### src/hw/rtl/assert_macros.svh
// Assertion macros used by the line capture back end.
`ifndef ASSERT_MACROS_SVH
`define ASSERT_MACROS_SVH

`ifndef SYNTH
`define ASSERT_ALWAYS(label, clk, rst_n, expr, msg) \
    label: assert property (@(posedge clk) disable iff (!rst_n) (expr)) else $error(msg);
`define ASSERT_NEXT(label, clk, rst_n, ante, cons, msg) \
    label: assert property (@(posedge clk) disable iff (!rst_n) (ante) |=> (cons)) \
        else $error(msg);
`else
`define ASSERT_ALWAYS(label, clk, rst_n, expr, msg)
`define ASSERT_NEXT(label, clk, rst_n, ante, cons, msg)
`endif

`endif

### src/hw/rtl/sltc_pkg.sv
// Types and constants shared by the serial text line capture block.
package sltc_pkg;

    localparam int RING_LINES = 64;
    localparam int LINE_CAP   = 128;

    // one extra slot holds the line being built
    localparam int SLOTS     = RING_LINES + 1;
    localparam int SLOT_W    = $clog2(SLOTS);
    localparam int COL_W     = $clog2(LINE_CAP);
    localparam int LEN_W     = COL_W;
    localparam int CNT_W     = $clog2(RING_LINES + 1);
    localparam int MEM_DEPTH = SLOTS * LINE_CAP;
    localparam int ADDR_W    = $clog2(MEM_DEPTH);

    localparam logic [1:0] CMD_FEED  = 2'd0;
    localparam logic [1:0] CMD_READ  = 2'd1;
    localparam logic [1:0] CMD_CLEAR = 2'd2;

    typedef enum logic [2:0] {
        K_CHAR,
        K_CR,
        K_LF,
        K_BS,
        K_TAB,
        K_CTRL,
        K_READ,
        K_CLEAR
    } t_kind;

    typedef struct packed {
        t_kind       kind;
        logic [7:0]  data;
        logic [6:0]  back;
        logic [6:0]  col;
    } t_op;

    typedef enum logic [1:0] {
        S_IDLE,
        S_TAB,
        S_RDATA
    } t_state;

endpackage

### src/hw/rtl/sltc_queue.sv
// Two-entry operation queue between front and back ends.
module sltc_queue
    import sltc_pkg::*;
(
    input  logic i_clk,
    input  logic i_rst_n,
    input  logic i_push,
    input  t_op  i_op,
    output logic o_full,
    output logic o_valid,
    output t_op  o_op,
    input  logic i_pop
);

    t_op        r_ent [2];
    logic       r_wptr, n_wptr;
    logic       r_rptr, n_rptr;
    logic [1:0] r_cnt, n_cnt;
    logic       do_push, do_pop;

    assign o_full  = (r_cnt == 2'd2);
    assign o_valid = (r_cnt != 2'd0);
    assign o_op    = r_ent[r_rptr];
    assign do_push = i_push && !o_full;
    assign do_pop  = i_pop && o_valid;

    always_comb begin
        n_wptr = do_push ? ~r_wptr : r_wptr;
        n_rptr = do_pop ? ~r_rptr : r_rptr;
        n_cnt  = r_cnt + {1'b0, do_push} - {1'b0, do_pop};
    end

    always_ff @(posedge i_clk) begin
        if (!i_rst_n) begin
            r_wptr <= 1'b0;
            r_rptr <= 1'b0;
            r_cnt  <= 2'd0;
        end else begin
            r_wptr <= n_wptr;
            r_rptr <= n_rptr;
            r_cnt  <= n_cnt;
        end
    end

    always_ff @(posedge i_clk) begin
        if (do_push) begin
            r_ent[r_wptr] <= i_op;
        end
    end

endmodule

### config.mk
export PLATFORM = sky130hd
export DESIGN_NAME = sltc_queue
export DESIGN_NICKNAME = d
export VERILOG_FILES = /design/src/hw/rtl/assert_macros.svh /design/src/hw/rtl/sltc_pkg.sv /design/src/hw/rtl/sltc_queue.sv
export SDC_FILE = /design/constraint.sdc
export NUM_CORES = 1
export LEC_CHECK = 0
export ABC_AREA = 1
export BUFFER_PORTS_ARGS = -buffer_cell sky130_fd_sc_hd__buf_4
export CAP_MARGIN = 10
export CORE_MARGIN = 1
export CORE_UTILIZATION = 40
export CTS_CLUSTER_SIZE = 28
export DETAILED_ROUTE_END_ITERATION = 8
export PLACE_DENSITY = 0.69
export RECOVER_POWER = 50
export SETUP_SLACK_MARGIN = 0.3
export SYNTH_ARGS = -nofsm -noshare
export SYNTH_HDL_FRONTEND = slang
export SYNTH_SLANG_ARGS = --single-unit
### constraint.sdc
create_clock -name i_clk -period 4.15 [get_ports i_clk]
set_input_delay 0.83 -clock i_clk [delete_from_list [all_inputs] [get_ports i_clk]]
set_output_delay 0.83 -clock i_clk [all_outputs]
set_load 0.03 [all_outputs]
==> reports/metrics.csv <==
metric,value,unit
Layout fillers,481,
RD Place Congestion,0.684,
RSZ-0062 raised after global routing,false,
die width,75.4,um
Achievable Freq,0.351,GHz
leakage dissipation,0.00105,uW
H-tree depth,2,
Synth Area per Inst,18.7,um2
failing checks,"max-capacitance violations, max-slew violations",
IO buf count,55,
max_slew headroom,-42.0,%
final period utilization,68.6,%
crit start category,register,
clock buffer count from CTS,5,
Worst Path Max Fanout,13,
"critical path, cell by cell",buf_4 -> mux2_2 -> buf_4,
Post-Synthesis Cells,115,
crit path time final,2.85,ns
Area Growth Syn to Fin,23.0,%
CP Capture Type,primary output,
Die Area,0.00568,mm2
root buffer cell,clkbuf_8,
Num Clock Sinks,55,
cts hold-fix bufs,0,
Max Cap Viol,1,
"commonest cells after routing, fill and taps aside","edfxtp_1, buf_4, mux2_4",
critical path's slowest cell,dfxtp_1,
grt total ovfl,0,
initial antenna violation count,0,
clk slew on worst S/H paths,0.09,ns
Yosys cell types,12,
flop and latch count out of synthesis,55,
CP dominant cell by count,buf_4,
Hold Fails Final Rpt,0,
power density over cell area,606,mW/mm2
Initial Util,41.9,%
wire length per cell,14.4,um
Vias,1116,
vias in the first global route,1190,
Worst Path Required,3.32,ns
I/O pins,56,
Synthesis Warnings,0,
ANT cells,0,
Max clock buf depth,2,
Worst Hold Class,register to register,
Clock Skews,0.00638,ns
syn nets,146,
max-slew violations,26,
share of cells above drive strength 1,42.6,%
final-stage net count,206,
CTS tree,built,
Worst EP arrival,2.02,ns
worst-margin pin slew,2.12,ns
DRC errors left,0,
status,"finished, violations left",
final setup violation count,0,
core area,0.00514,mm2
largest net degree at the start of global routing,26,
Final ANT Viol Nets,0,
final core occ,51.5,%
global-route wire length before repair,5530,um
Die Y,75.4,um
DP Wirelength,2530,um
Max IR drop VDD,0.368,mV
Crit path largest cell delay,0.79,ns
kind of critical path,register to primary output,
first-iteration detailed-routing DRC count,49,
Post CTS Setup Buffer Count,0,
DR pass1 iterations,2,
worst skew pair latency,0.30,ns
Synth Cell Area,0.00215,mm2
GRT Total Usage,13.8,%
number of cell rows,26,
"most common cell after layout, fill and taps aside",edfxtp_1,
register area share after synthesis,74.4,%
Post-CTS Resized,0,
final WL,3550,um
setup TNS,0,ns
Via-to-Cell Ratio,4.54,
-- synth_stat cells --
cell,n,area [um2]
buf_6,1,11.3
ha_1,2,25.0
nand3_1,3,15.0
dfxtp_1,5,100
nor2_1,8,30.0
mux2_4,20,300
a21oi_1,2,10.0
buf_12,2,40.0
edfxtp_1,50,1500
nand2_1,9,33.8
inv_1,8,30.0
mux2_2,5,56.3
-- report_power, final --
group / switching, uW / leakage (uW) / internal, uW
Clock: 150 / 0.0000395 / 120
Sequential: 44.2 / 0.000508 / 706
Combinational: 333 / 0.000498 / 251
-- state kept, by name (all words and copies together) (netlist names), named ones only --
register and flops:
r_cnt 2, r_wptr 1, r_rptr 1, r_ent 50
-- final cells by class --
class	count	area (um2)	area share, %
flip-flops and latches	55	1600	60.5
multi-input cells	49	470	17.8
inverters	8	30.0	1.13
clock buffers	8	80.1	3.02
well taps	70	87.6	3.31
repair buffers	56	379	14.3
-- stage by stage --
stage	area [um2]	power [uW]	hold slack [ns]	cells	worst slack, ns
floorplan	2150	1190	0.467	115	1.78
global placement	2610	1340	0.495	238	1.65
detailed placement	2610	1360	0.503	238	1.60
CTS	2690	1630	0.525	246	1.26
global route	2650	1700	0.579	246	1.16
finish	2650	1610	0.527	246	1.30
-- worst max-delay path, delay by kind of cell (launching register included) --
| family | cells | cell delay, ns |
|---|---|---|
| DFF | 1 | 0.79 |
| buffers and inverters | 2 | 0.55 |
| muxes | 1 | 0.37 |
-- final timing paths --
kind | slack (ns) | end | start | cells after the start
worst max-delay path | 1.30 | o_op[24] | register | 3
worst min-delay path | 0.53 | r_rptr$_SDFFE_PN0P_ | r_rptr$_SDFFE_PN0P_ | 2
worst max register to register | 1.50 | r_ent[0][1]$_DFFE_PP_ | r_cnt[0]$_SDFF_PN0_ | 4
worst min register to register | 0.53 | r_rptr$_SDFFE_PN0P_ | r_rptr$_SDFFE_PN0P_ | 2
-- cells by family after synthesis --
logic type,after synthesis,synth area share (%)
fa+ha+maj,2,1.16
mux,25,16.6
simple gates,20,3.66
flops,55,74.4
buf+inv,11,3.78
compound gates,2,0.465
-- layer usage --
| layer | share of wire [%] | track usage [%] |
|---|---|---|
| met5 | 0 | 0 |
| met4 | 1.3 | 4.32 |
| met3 | 5.6 | 4.50 |
| met2 | 53 | 25.4 |
| met1 | 41 | 15.2 |
(Power assumes the default switching activity.)
