--- config.mk ---
export PLATFORM = sky130hd
export DESIGN_NAME = sltc_front
export DESIGN_NICKNAME = d
export VERILOG_FILES = /design/src/hw/rtl/assert_macros.svh /design/src/hw/rtl/sltc_pkg.sv /design/src/hw/rtl/sltc_front.sv
export SDC_FILE = /design/constraint.sdc
export NUM_CORES = 1
export LEC_CHECK = 0
export BUFFER_PORTS_ARGS = -buffer_cell sky130_fd_sc_hd__buf_2
export CORE_ASPECT_RATIO = 1.4
export CORE_MARGIN = 4
export CORE_UTILIZATION = 38
export CTS_BUF_LIST = sky130_fd_sc_hd__clkbuf_16
export DETAILED_ROUTE_END_ITERATION = 10
export PLACE_DENSITY = 0.73
export SLEW_MARGIN = 20
export SYNTH_ARGS = -nofsm -noshare
export SYNTH_HDL_FRONTEND = slang
export SYNTH_SLANG_ARGS = --single-unit
export TNS_END_PERCENT = 30
--- constraint.sdc ---
create_clock -name i_clk -period 1.86 [get_ports i_clk]
set_input_delay 0.093 -clock i_clk [delete_from_list [all_inputs] [get_ports i_clk]]
set_output_delay 0.093 -clock i_clk [all_outputs]
set_load 0.02 [all_outputs]
--- src/hw/rtl/assert_macros.svh ---
// Assertion macros used by the line capture back end.
`ifndef ASSERT_MACROS_SVH
`define ASSERT_MACROS_SVH

`ifndef SYNTH
`define ASSERT_ALWAYS(label, clk, rst_n, expr, msg) \
    label: assert property (@(posedge clk) disable iff (!rst_n) (expr)) else $error(msg);
`define ASSERT_NEXT(label, clk, rst_n, ante, cons, msg) \
    label: assert property (@(posedge clk) disable iff (!rst_n) (ante) |=> (cons)) \
        else $error(msg);
`else
`define ASSERT_ALWAYS(label, clk, rst_n, expr, msg)
`define ASSERT_NEXT(label, clk, rst_n, ante, cons, msg)
`endif

`endif

--- src/hw/rtl/sltc_pkg.sv ---
// Types and constants shared by the serial text line capture block.
package sltc_pkg;

    localparam int RING_LINES = 64;
    localparam int LINE_CAP   = 128;

    // one extra slot holds the line being built
    localparam int SLOTS     = RING_LINES + 1;
    localparam int SLOT_W    = $clog2(SLOTS);
    localparam int COL_W     = $clog2(LINE_CAP);
    localparam int LEN_W     = COL_W;
    localparam int CNT_W     = $clog2(RING_LINES + 1);
    localparam int MEM_DEPTH = SLOTS * LINE_CAP;
    localparam int ADDR_W    = $clog2(MEM_DEPTH);

    localparam logic [1:0] CMD_FEED  = 2'd0;
    localparam logic [1:0] CMD_READ  = 2'd1;
    localparam logic [1:0] CMD_CLEAR = 2'd2;

    typedef enum logic [2:0] {
        K_CHAR,
        K_CR,
        K_LF,
        K_BS,
        K_TAB,
        K_CTRL,
        K_READ,
        K_CLEAR
    } t_kind;

    typedef struct packed {
        t_kind       kind;
        logic [7:0]  data;
        logic [6:0]  back;
        logic [6:0]  col;
    } t_op;

    typedef enum logic [1:0] {
        S_IDLE,
        S_TAB,
        S_RDATA
    } t_state;

endpackage

--- src/hw/rtl/sltc_front.sv ---
// Front end: accepts input transfers and classifies them into operations.
module sltc_front
    import sltc_pkg::*;
(
    input  logic       i_clk,
    input  logic       i_rst_n,
    input  logic       i_valid,
    output logic       o_stall,
    input  logic [1:0] i_cmd,
    input  logic [7:0] i_data_byte,
    input  logic [6:0] i_lines_back,
    input  logic [6:0] i_column,
    output logic       o_push,
    output t_op        o_op,
    input  logic       i_q_full
);

    localparam logic [7:0] CH_BS  = 8'h08;
    localparam logic [7:0] CH_TAB = 8'h09;
    localparam logic [7:0] CH_LF  = 8'h0A;
    localparam logic [7:0] CH_CR  = 8'h0D;
    localparam logic [7:0] CH_SP  = 8'h20;
    localparam logic [7:0] CH_DEL = 8'h7F;

    logic  r_valid, n_valid;
    t_op   r_op, n_op;
    logic  accept;
    logic  keep;
    t_kind kind;

    always_comb begin
        kind = K_CTRL;
        keep = 1'b1;
        case (i_cmd)
            CMD_FEED: begin
                if (i_data_byte == CH_CR) begin
                    kind = K_CR;
                end else if (i_data_byte == CH_LF) begin
                    kind = K_LF;
                end else if (i_data_byte == CH_BS || i_data_byte == CH_DEL) begin
                    kind = K_BS;
                end else if (i_data_byte == CH_TAB) begin
                    kind = K_TAB;
                end else if (i_data_byte < CH_SP) begin
                    kind = K_CTRL;
                end else begin
                    kind = K_CHAR;
                end
            end
            CMD_READ:  kind = K_READ;
            CMD_CLEAR: kind = K_CLEAR;
            default:   keep = 1'b0;
        endcase
    end

    assign o_stall = r_valid && i_q_full;
    assign accept  = i_valid && !o_stall;
    assign o_push  = r_valid && !i_q_full;
    assign o_op    = r_op;

    always_comb begin
        n_valid = r_valid && !o_push;
        n_op    = r_op;
        if (accept && keep) begin
            n_valid = 1'b1;
            n_op    = '{kind: kind, data: i_data_byte, back: i_lines_back, col: i_column};
        end
    end

    always_ff @(posedge i_clk) begin
        if (!i_rst_n) begin
            r_valid <= 1'b0;
        end else begin
            r_valid <= n_valid;
        end
    end

    always_ff @(posedge i_clk) begin
        r_op <= n_op;
    end

endmodule

==> results of run 1 <==
[cell usage after synthesis, drive strengths merged (2+ instances only)]
master   n
a21boi   2
edfxtp  25
ha       2
inv      4
nand2b   2
nor2b    3
[layer usage]
metal | GRT usage (%) | vias up | share of wire, % | routed length (µm)
met5 | 0 | - | 0 | 0
met4 | 8.42 | 0 | 1.8 | 34
met3 | 2.40 | 2 | 10 | 187
met2 | 18.6 | 34 | 51 | 949
met1 | 9.59 | 306 | 37 | 698
li1 | - | 333 | - | -
[placed cells by master, fill, tap and decap left out]
cell type,instances
sky130_fd_sc_hd__buf_2,54
sky130_fd_sc_hd__edfxtp_1,25
sky130_fd_sc_hd__inv_1,5
sky130_fd_sc_hd__nor2b_1,3
sky130_fd_sc_hd__clkbuf_16,3
sky130_fd_sc_hd__nand2b_1,2
sky130_fd_sc_hd__a21boi_0,2
sky130_fd_sc_hd__ha_1,2
sky130_fd_sc_hd__and4_2,1
sky130_fd_sc_hd__and4b_1,1
sky130_fd_sc_hd__nor3_1,1
sky130_fd_sc_hd__nor4b_1,1
sky130_fd_sc_hd__a22o_1,1
sky130_fd_sc_hd__nand4bb_1,1
sky130_fd_sc_hd__or4_1,1
sky130_fd_sc_hd__a32o_1,1
sky130_fd_sc_hd__a311o_1,1
sky130_fd_sc_hd__a221o_1,1
sky130_fd_sc_hd__a21oi_1,1
sky130_fd_sc_hd__o211ai_1,1
sky130_fd_sc_hd__a2bb2oi_1,1
sky130_fd_sc_hd__nand2_1,1
sky130_fd_sc_hd__nor2_2,1
sky130_fd_sc_hd__buf_4,1
sky130_fd_sc_hd__dfxtp_1,1
[layout make-up]
type,count,area [µm²],share of cell area [%]
clock buffers,3,75.1,5.44
clock inverters,1,3.75,0.272
inverters,4,15.0,1.09
multi-input cells,24,194,14.1
flip-flops and latches,26,771,55.9
well taps,34,42.5,3.09
repair buffers,55,278,20.1
[metrics by stage]
stage	power, µW	setup slack, ns	util, %	instances	hold WS (ns)
2_1_floorplan	789	0.291	-	54	0.192
3_3_place_gp	860	0.446	53.8	143	0.270
5_1_grt	1360	0.608	57.0	147	0.00221
6_report	1300	0.653	57.0	147	0.0148
3_5_place_dp	863	0.416	53.8	143	0.271
4_1_cts	1310	0.676	57.0	147	0.0103
[power by group through the flow]
stage	Clock [µW]	Sequential (µW)	Combinational (µW)
floorplan	0	749	39.9
global placement	0	703	156
detailed placement	0	704	159
CTS	461	692	160
global route	493	694	171
finish	449	692	159
[how the worst min path moves through the flow]
stage / endpoint / cells after the start / slack, ns
CTS: o_op[3]$_DFFE_PP_ / 1 / 0.01
finish: o_op[5]$_DFFE_PP_ / 1 / 0.01
detailed placement: o_op[10]$_DFFE_PP_ / 1 / 0.27
global route: o_op[5]$_DFFE_PP_ / 1 / 0.002
global placement: o_op[1]$_DFFE_PP_ / 1 / 0.27
floorplan: o_op[0]$_DFFE_PP_ / 0 / 0.19
[critical path: stages]
cell	delay, ns
sky130_fd_sc_hd__buf_2	0.13
sky130_fd_sc_hd__nor4b_1	0.51
sky130_fd_sc_hd__nor2b_1	0.10
sky130_fd_sc_hd__a311o_1	0.37
[cell families after synthesis]
group / Yosys count
and+or+nand+nor: 13
AOI/OAI and AO/OA: 9
buffers and inverters: 4
adders and majority gates: 2
DFF: 26
[state kept, by name (all words and copies together) (netlist names)]
register / cells
r_valid: 1
o_op: 25
==> results, run 1 <==
- The run finished with clean final reports.
- Summing the areas of all and, or, nand and nor instances in the mapped netlist gives 9.35% of the synthesized area.
- The first global-routing pass estimated 2600 µm of wire.
- The number of sinks driven by the clock tree is 26.
- Clock-pin slew was measured on the worst setup and hold paths at 0.06 ns.
- The post-synthesis adder-cell area fraction is 2.56%.
- The final layout net count is 144.
- The net switching power is 267 µW.
- The number of detailed-route iterations in the first pass is 3.
- Tracing the worst setup path back leads to its startpoint at i_data_byte[2].
- TritonCTS built the clock tree.
- The capturing point of the worst reg2reg path is o_op[13]$_DFFE_PP_.
- The post-detailed-routing wire length is 1870 µm.
- The per-cell via count in the routed design is 4.59.
- The worst hold path startpoint is i_column[5].
- 0 antenna diodes ended up in the layout.
- After floorplanning, the core was divided into 21 placement rows.
- On the final layout, the worst clock skew is 0.00174 ns.
- For the worst-skew pair, the clock arrives at the later sink with an insertion delay of 0.25 ns.
- The number of nets handed over by synthesis was 84.
- The worst setup path is of the input port to register kind.
- The number of nets with antenna violations after detailed routing is 0.
- The final critical-path required period is 1.21 ns.
- For this design the ratio of total power to cell area is 942 mW/mm².
- The initial DRC count is 13.
- The number of global-route vias before repair is 636.
- The number of antenna violations at the first check in global routing is 0.
- The number of warnings printed during yosys synthesis is 0.
- The setup TNS after final layout is 0 ns.
- The post-synthesis instance total is 54.
- The sequential element share of the synthesized area is 78.9%.
- The netlist area before placement is 977 µm².
- The longest clock path from root to sink contains 2 buffers.
- 55 I/O pins were placed.
- The count of hold buffers inserted by post-cts repair is 0.
- The top-area cell type share of the netlist area is 76.8%.
- The max-slew violation count came to 0.
- At the worst endpoint, the arrival time is 1.20 ns.
- The starting density of the core is 40.4%.
- The internal portion of the total power is 1030 µW.
- The synthesized netlist devotes 7.68% of its cell area to compound gates.
- The via total after detailed routing is 675.
- The total CTS buffers is 3.
- The required time at the worst-slack endpoint is 1.86 ns.
- The width of the die is 50.9 µm.
- The placed wire-length estimate is 1480 µm.
- The total congestion overflow is 0.
- The post-synthesis xor/xnor area fraction is 0%.
- The quantity of gates resized following cts is 0.
- The area growth from synthesis to layout is 41.1%.
- The multiplexer share of the synthesized area is 0%.
- The maximum vdd ir drop is 338 µV.
- The die covers 0.00346 mm².
- In this run the worst setup path terminates at o_op[24]$_DFFE_PP_.
- In the synthesized netlist the dominant register cell turns out to be sky130_fd_sc_hd__edfxtp_1.
- The cell sitting at the root of the clock tree is a sky130_fd_sc_hd__clkbuf_16.
- Headroom to the max-slew limit came out at 63.9%.
- The top achievable clock speed is 829 MHz.
- The number of hold-slack violations in the final timing report is 0.
- The max-capacitance violation count is 0.
- Cells with a size suffix above 1 make up 53.1% of the layout.
- Once the clock tree was built, the setup fixing pass inserted 0 buffers.
- Entering global routing, the biggest net connects 26 pins.
- The slew of the pin with the lowest slew margin is 0.534 ns.
- The critical register-to-register path startpoint is r_valid$_SDFF_PN0_.
- By area, the combinational part of the netlist is dominated by simple AND/OR/NAND/NOR gates.
- The part of the power in registers is 53.2%.
- The share of flip-flops with an asynchronous set or reset is 0%.
- The count of unique library cells instantiated by Yosys is 22.
- The synthesized area per cell is 18.1 µm².
- The die height is 68 µm.
- The number of cells on the worst reg-to-reg path is 4.
- The slack of the worst reg-to-reg path is 0.72 ns.
- The count of fill cells added during filler insertion is 211.
- Of all cell types, the one taking the most synthesized area is sky130_fd_sc_hd__edfxtp_1.
- The period utilization is 64.9%.
- Yosys mapped a number of flops with a built-in enable equal to 25.
- Along the worst path, the maximum fanout reaches 5.
- The detailed-route DRC error count is 0.
- The fraction of power consumed by the clock network is 34.6%.
- Synthesis inferred 26 register bits.
- The core area is 0.00242 mm².
- The placement-stage cell area is 0.00130 mm².
- For this design the static power due to leakage is 0.000599 µW.
- Setup repair after global routing left no endpoint under its margin.
- Ranked by total cell area, the synthesized netlist is headed by sky130_fd_sc_hd__edfxtp_1 77%, sky130_fd_sc_hd__ha_1 2.6%, sky130_fd_sc_hd__dfxtp_1 2.0%, sky130_fd_sc_hd__nor2b_1 1.9%, sky130_fd_sc_hd__a21boi_0 1.5%.
- The logic gate share of total power is 12.2%.
- Input and output buffers added on the ports amount to 54.
- The final instance area is 0.00138 mm².
- The number of endpoints failing setup at the final stage is 0.
- The worst setup path is launched from an input port.
- The switching share of power is 20.6%.
- The path class of the tightest hold or removal check is input port to register.
- CTS built an H-tree with a depth of 1.
- The global placement routability congestion is 0.679.
- The worst setup path is captured at a register.
- In the global route stage, overall resource usage came out at 10.2%.
- The post-detailed-route wirelength per cell is 12.7 µm.
No activity file was read; power rests on OpenSTA's default activity.
==> inputs of run 2 (changes only) <==
==> constraint.sdc (replaced) <==
create_clock -name i_clk -period 1.1 [get_ports i_clk]
set_input_delay 0.055 -clock i_clk [delete_from_list [all_inputs] [get_ports i_clk]]
set_output_delay 0.055 -clock i_clk [all_outputs]
set_load 0.02 [all_outputs]
==> run 2 against run 1 <==
Compared with the run above:
- final area up 19%
- flip-flop and latch count unchanged
- clock skew barely moved
- critical endpoint unchanged
- largest power group unchanged
==> results, run 2 (same netlist as run 1, synthesis figures left out) <==
- The die height is 68 µm (unchanged).
- The post-detailed-route wirelength per cell is 14.4 µm (was 12.7 µm).
- The max-slew violation count was 0 (unchanged).
- The initial DRC count is 10 (was 13).
- The floorplan die area was 0.00346 mm² (unchanged).
- The worst min-delay path category is input port to register (unchanged).
- The most common cell after layout, fill and taps aside is sky130_fd_sc_hd__buf_2 (unchanged).
- The proportion of layout cells with a drive suffix above 1 is 54.3% (was 53.1%).
- The placed wire-length estimate is 1760 µm (was 1480 µm).
- The family of cells with the greatest summed delay on the critical path was simple AND/OR/NAND/NOR gates (unchanged).
- The setup TNS after final layout came to 0 ns (unchanged).
- Cell breakdown of the critical path: buf_2, nand4bb_1, or4_4, a311o_1 (was buf_2, nor4b_1, nor2b_1, a311o_1).
- The number of endpoints failing setup at the final stage was 0 (unchanged).
- The final worst-path setup slack is 0.00959 ns (was 0.653 ns).
- The delay of the slowest cell on the worst path is 0.44 ns (was 0.51 ns).
- The maximum vdd ir drop is 756 µV (was 338 µV).
- The number of placement rows is 21 (unchanged).
- The critical path buffer and inverter count came to 1 (unchanged).
- The core area is 0.00242 mm² (unchanged).
- In the finished design, the share of the clock period the worst path needs comes to 99.1%.
- The required time at the worst-slack endpoint is 1.10 ns (was 1.86 ns).
- The largest buffer count on any clock path is 2 (unchanged).
- The detailed-route DRC error count is 0 (unchanged).
- The final layout net count is 169 (was 144).
- The leakage power summed over all cells is 0.000720 µW (was 0.000599 µW).
- The part of the power in registers is 51.0% (was 53.2%).
- The global placement routability congestion is 0.892 (was 0.679).
- The area of all sequential standard cells was 771 µm² (unchanged).
- The number of global-route vias before repair came to 815 (was 636).
- The cell at the root of the clock tree is sky130_fd_sc_hd__clkbuf_16 (unchanged).
- The number of detailed-route iterations in the first pass is 3 (unchanged).
- The per-cell via count in the routed design is 4.73 (was 4.59).
- The design internal power is 1820 µW (was 1030 µW).
- The switching share of power is 20.9% (was 20.6%).
- The number of hold-slack violations in the final timing report is 0 (unchanged).
- The clock latency at the later pin of the worst-skew pair is 0.25 ns (about the same).
- The via total after detailed routing is 814 (was 675).
- The post-placement worst setup slack came to -0.303 ns (was 0.416 ns).
- The largest net degree at the start of global routing was 15 (was 26).
- The endpoint arrival time on the critical path came to 1.09 ns (was 1.20 ns).
- The largest driver fanout on the critical path is 4 (was 5).
- The signed area change from the synthesized netlist to the final layout is 68.4% (was 41.1%).
- The count of fill cells added during filler insertion was 179 (was 211).
- The total of buffers placed on input and output ports is 54 (unchanged).
- The critical path class was input port to register (unchanged).
- The power per standard cell area is 1400 mW/mm² (was 942 mW/mm²).
- The total routing resource utilization after global routing is 15.8% (was 10.2%).
- Setup repair after global routing missed its margin: true (was false).
- The post-detailed-routing wire length is 2480 µm (was 1870 µm).
- The multi-input gate area in the final layout is 213 µm² (was 194 µm²).
- The number of nets with antenna violations after detailed routing is 0 (unchanged).
- The number of top-level design ports came to 55 (unchanged).
- The number of flip-flops in the largest register is 25 (unchanged).
- The slew of the pin with the lowest slew margin is 0.270 ns (was 0.534 ns).
- The logic gate share of total power is 15.9% (was 12.2%).
- The number of antenna violations at the first check in global routing was 0 (unchanged).
- The critical path endpoint category is a register (unchanged).
- The width of the die was 50.9 µm (unchanged).
- The total congestion overflow came to 0 (unchanged).
- Commonest non-fill, non-tap cells in the layout: 54 x sky130_fd_sc_hd__buf_2, 25 x sky130_fd_sc_hd__edfxtp_1, 14 x sky130_fd_sc_hd__dlygate4sd3_1 (was 54 x sky130_fd_sc_hd__buf_2, 25 x sky130_fd_sc_hd__edfxtp_1, 5 x sky130_fd_sc_hd__inv_1).
- The total CTS buffers is 3 (unchanged).
- The net switching power came to 482 µW (was 267 µW).
- The starting density of the core was 40.4% (unchanged).
- Result of the run: finished clean (unchanged).
- The element type at the critical path start is an input port (unchanged).
- The fraction of power consumed by the clock network is 33.1% (was 34.6%).
- The worst-case headroom to the max-slew limit was 81.8% (was 63.9%).
- The post-CTS repair timing setup buffer count was 0 (unchanged).
- Timing would allow up to 917 MHz.
- The global-route wire length before repair is 3770 µm (was 2600 µm).
- The clock-pin slew on the worst setup and hold paths came to 0.06 ns (about the same).
- The H-tree depth is 1 (unchanged).
- The slowest cell on the critical path is sky130_fd_sc_hd__or4_4 (was sky130_fd_sc_hd__nor4b_1).
- For the finished layout, the period the worst path requires is 1.09 ns.
- The final antenna diode count was 0 (unchanged).
- The max-capacitance violation count is 0 (unchanged).
- The number of sinks driven by the clock tree came to 26 (unchanged).
- The final worst clock skew is 0.00173 ns (was 0.00174 ns).
- The clock tree from TritonCTS is done (unchanged).
[run 2: cell count changes in the layout (fill, tap and decap cells not counted), sizes merged]
| cell | change |
|---|---|
| buf | +11 |
| dlygate4sd3 | +14 |
[run 2: routing by layer]
metal	share of wire [%]	GRT usage, %
met1	34	14.3
met5	0	0
met3	8.9	3.70
met4	5.2	14.1
met2	52	29.1
[run 2: cell type report]
cell class / count / share of cell area (%)
Multi-Input combinational cell: 24 / 12.9
Timing Repair Buffer: 80 / 31.9
Inverter: 4 / 0.913
Sequential cell: 26 / 46.8
Clock inverter: 1 / 0.228
Tap cell: 34 / 2.59
Clock buffer: 3 / 4.56
[run 2: path summary, 6_finish.rpt]
check | to | cells past startpoint | startpoint | slack (ns)
setup reg to reg | o_op[2]$_DFFE_PP_ | 4 | r_valid$_SDFF_PN0_ | 0.09
hold / removal | o_op[14]$_DFFE_PP_ | 1 | i_data_byte[0] | 0.03
hold reg to reg | r_valid$_SDFF_PN0_ | 2 | r_valid$_SDFF_PN0_ | 0.50
setup / recovery | o_op[24]$_DFFE_PP_ | 4 | i_data_byte[4] | 0.01
[run 2: timing repair]
item,4_1_cts,5_1_grt
hold buffers,14,0
setup endpoints to repair,1,1
endpoints found under the hold margin,14,0
pin swaps,1,0
gates resized for setup,1,0
[run 2: power by group through the flow]
stage	Sequential, µW	Combinational [µW]	Clock (µW)
5_1_grt	1180	392	830
3_3_place_gp	1190	316	0
2_1_floorplan	1270	73.8	0
3_5_place_dp	1190	324	0
6_report	1170	366	760
4_1_cts	1170	364	782
[run 2: worst register-to-register path: cells and delay by family, from the launching register on]
kind / cells / cell delay [ns]
flip-flops: 1 / 0.30
buffers and inverters: 2 / 0.21
AND/OR/NAND/NOR: 2 / 0.22
[run 2: stage by stage]
step	instance area, µm²	total power, µW	cells	hold WS (ns)	util [%]
after floorplan	995	1340	54	0.154	-
after global placement	1420	1510	154	0.231	58.9
after detailed placement	1420	1520	154	0.234	58.9
after CTS	1650	2320	172	0.0231	68.1
after global routing	1650	2400	172	0.0271	68.1
final	1650	2300	172	0.0279	68.1
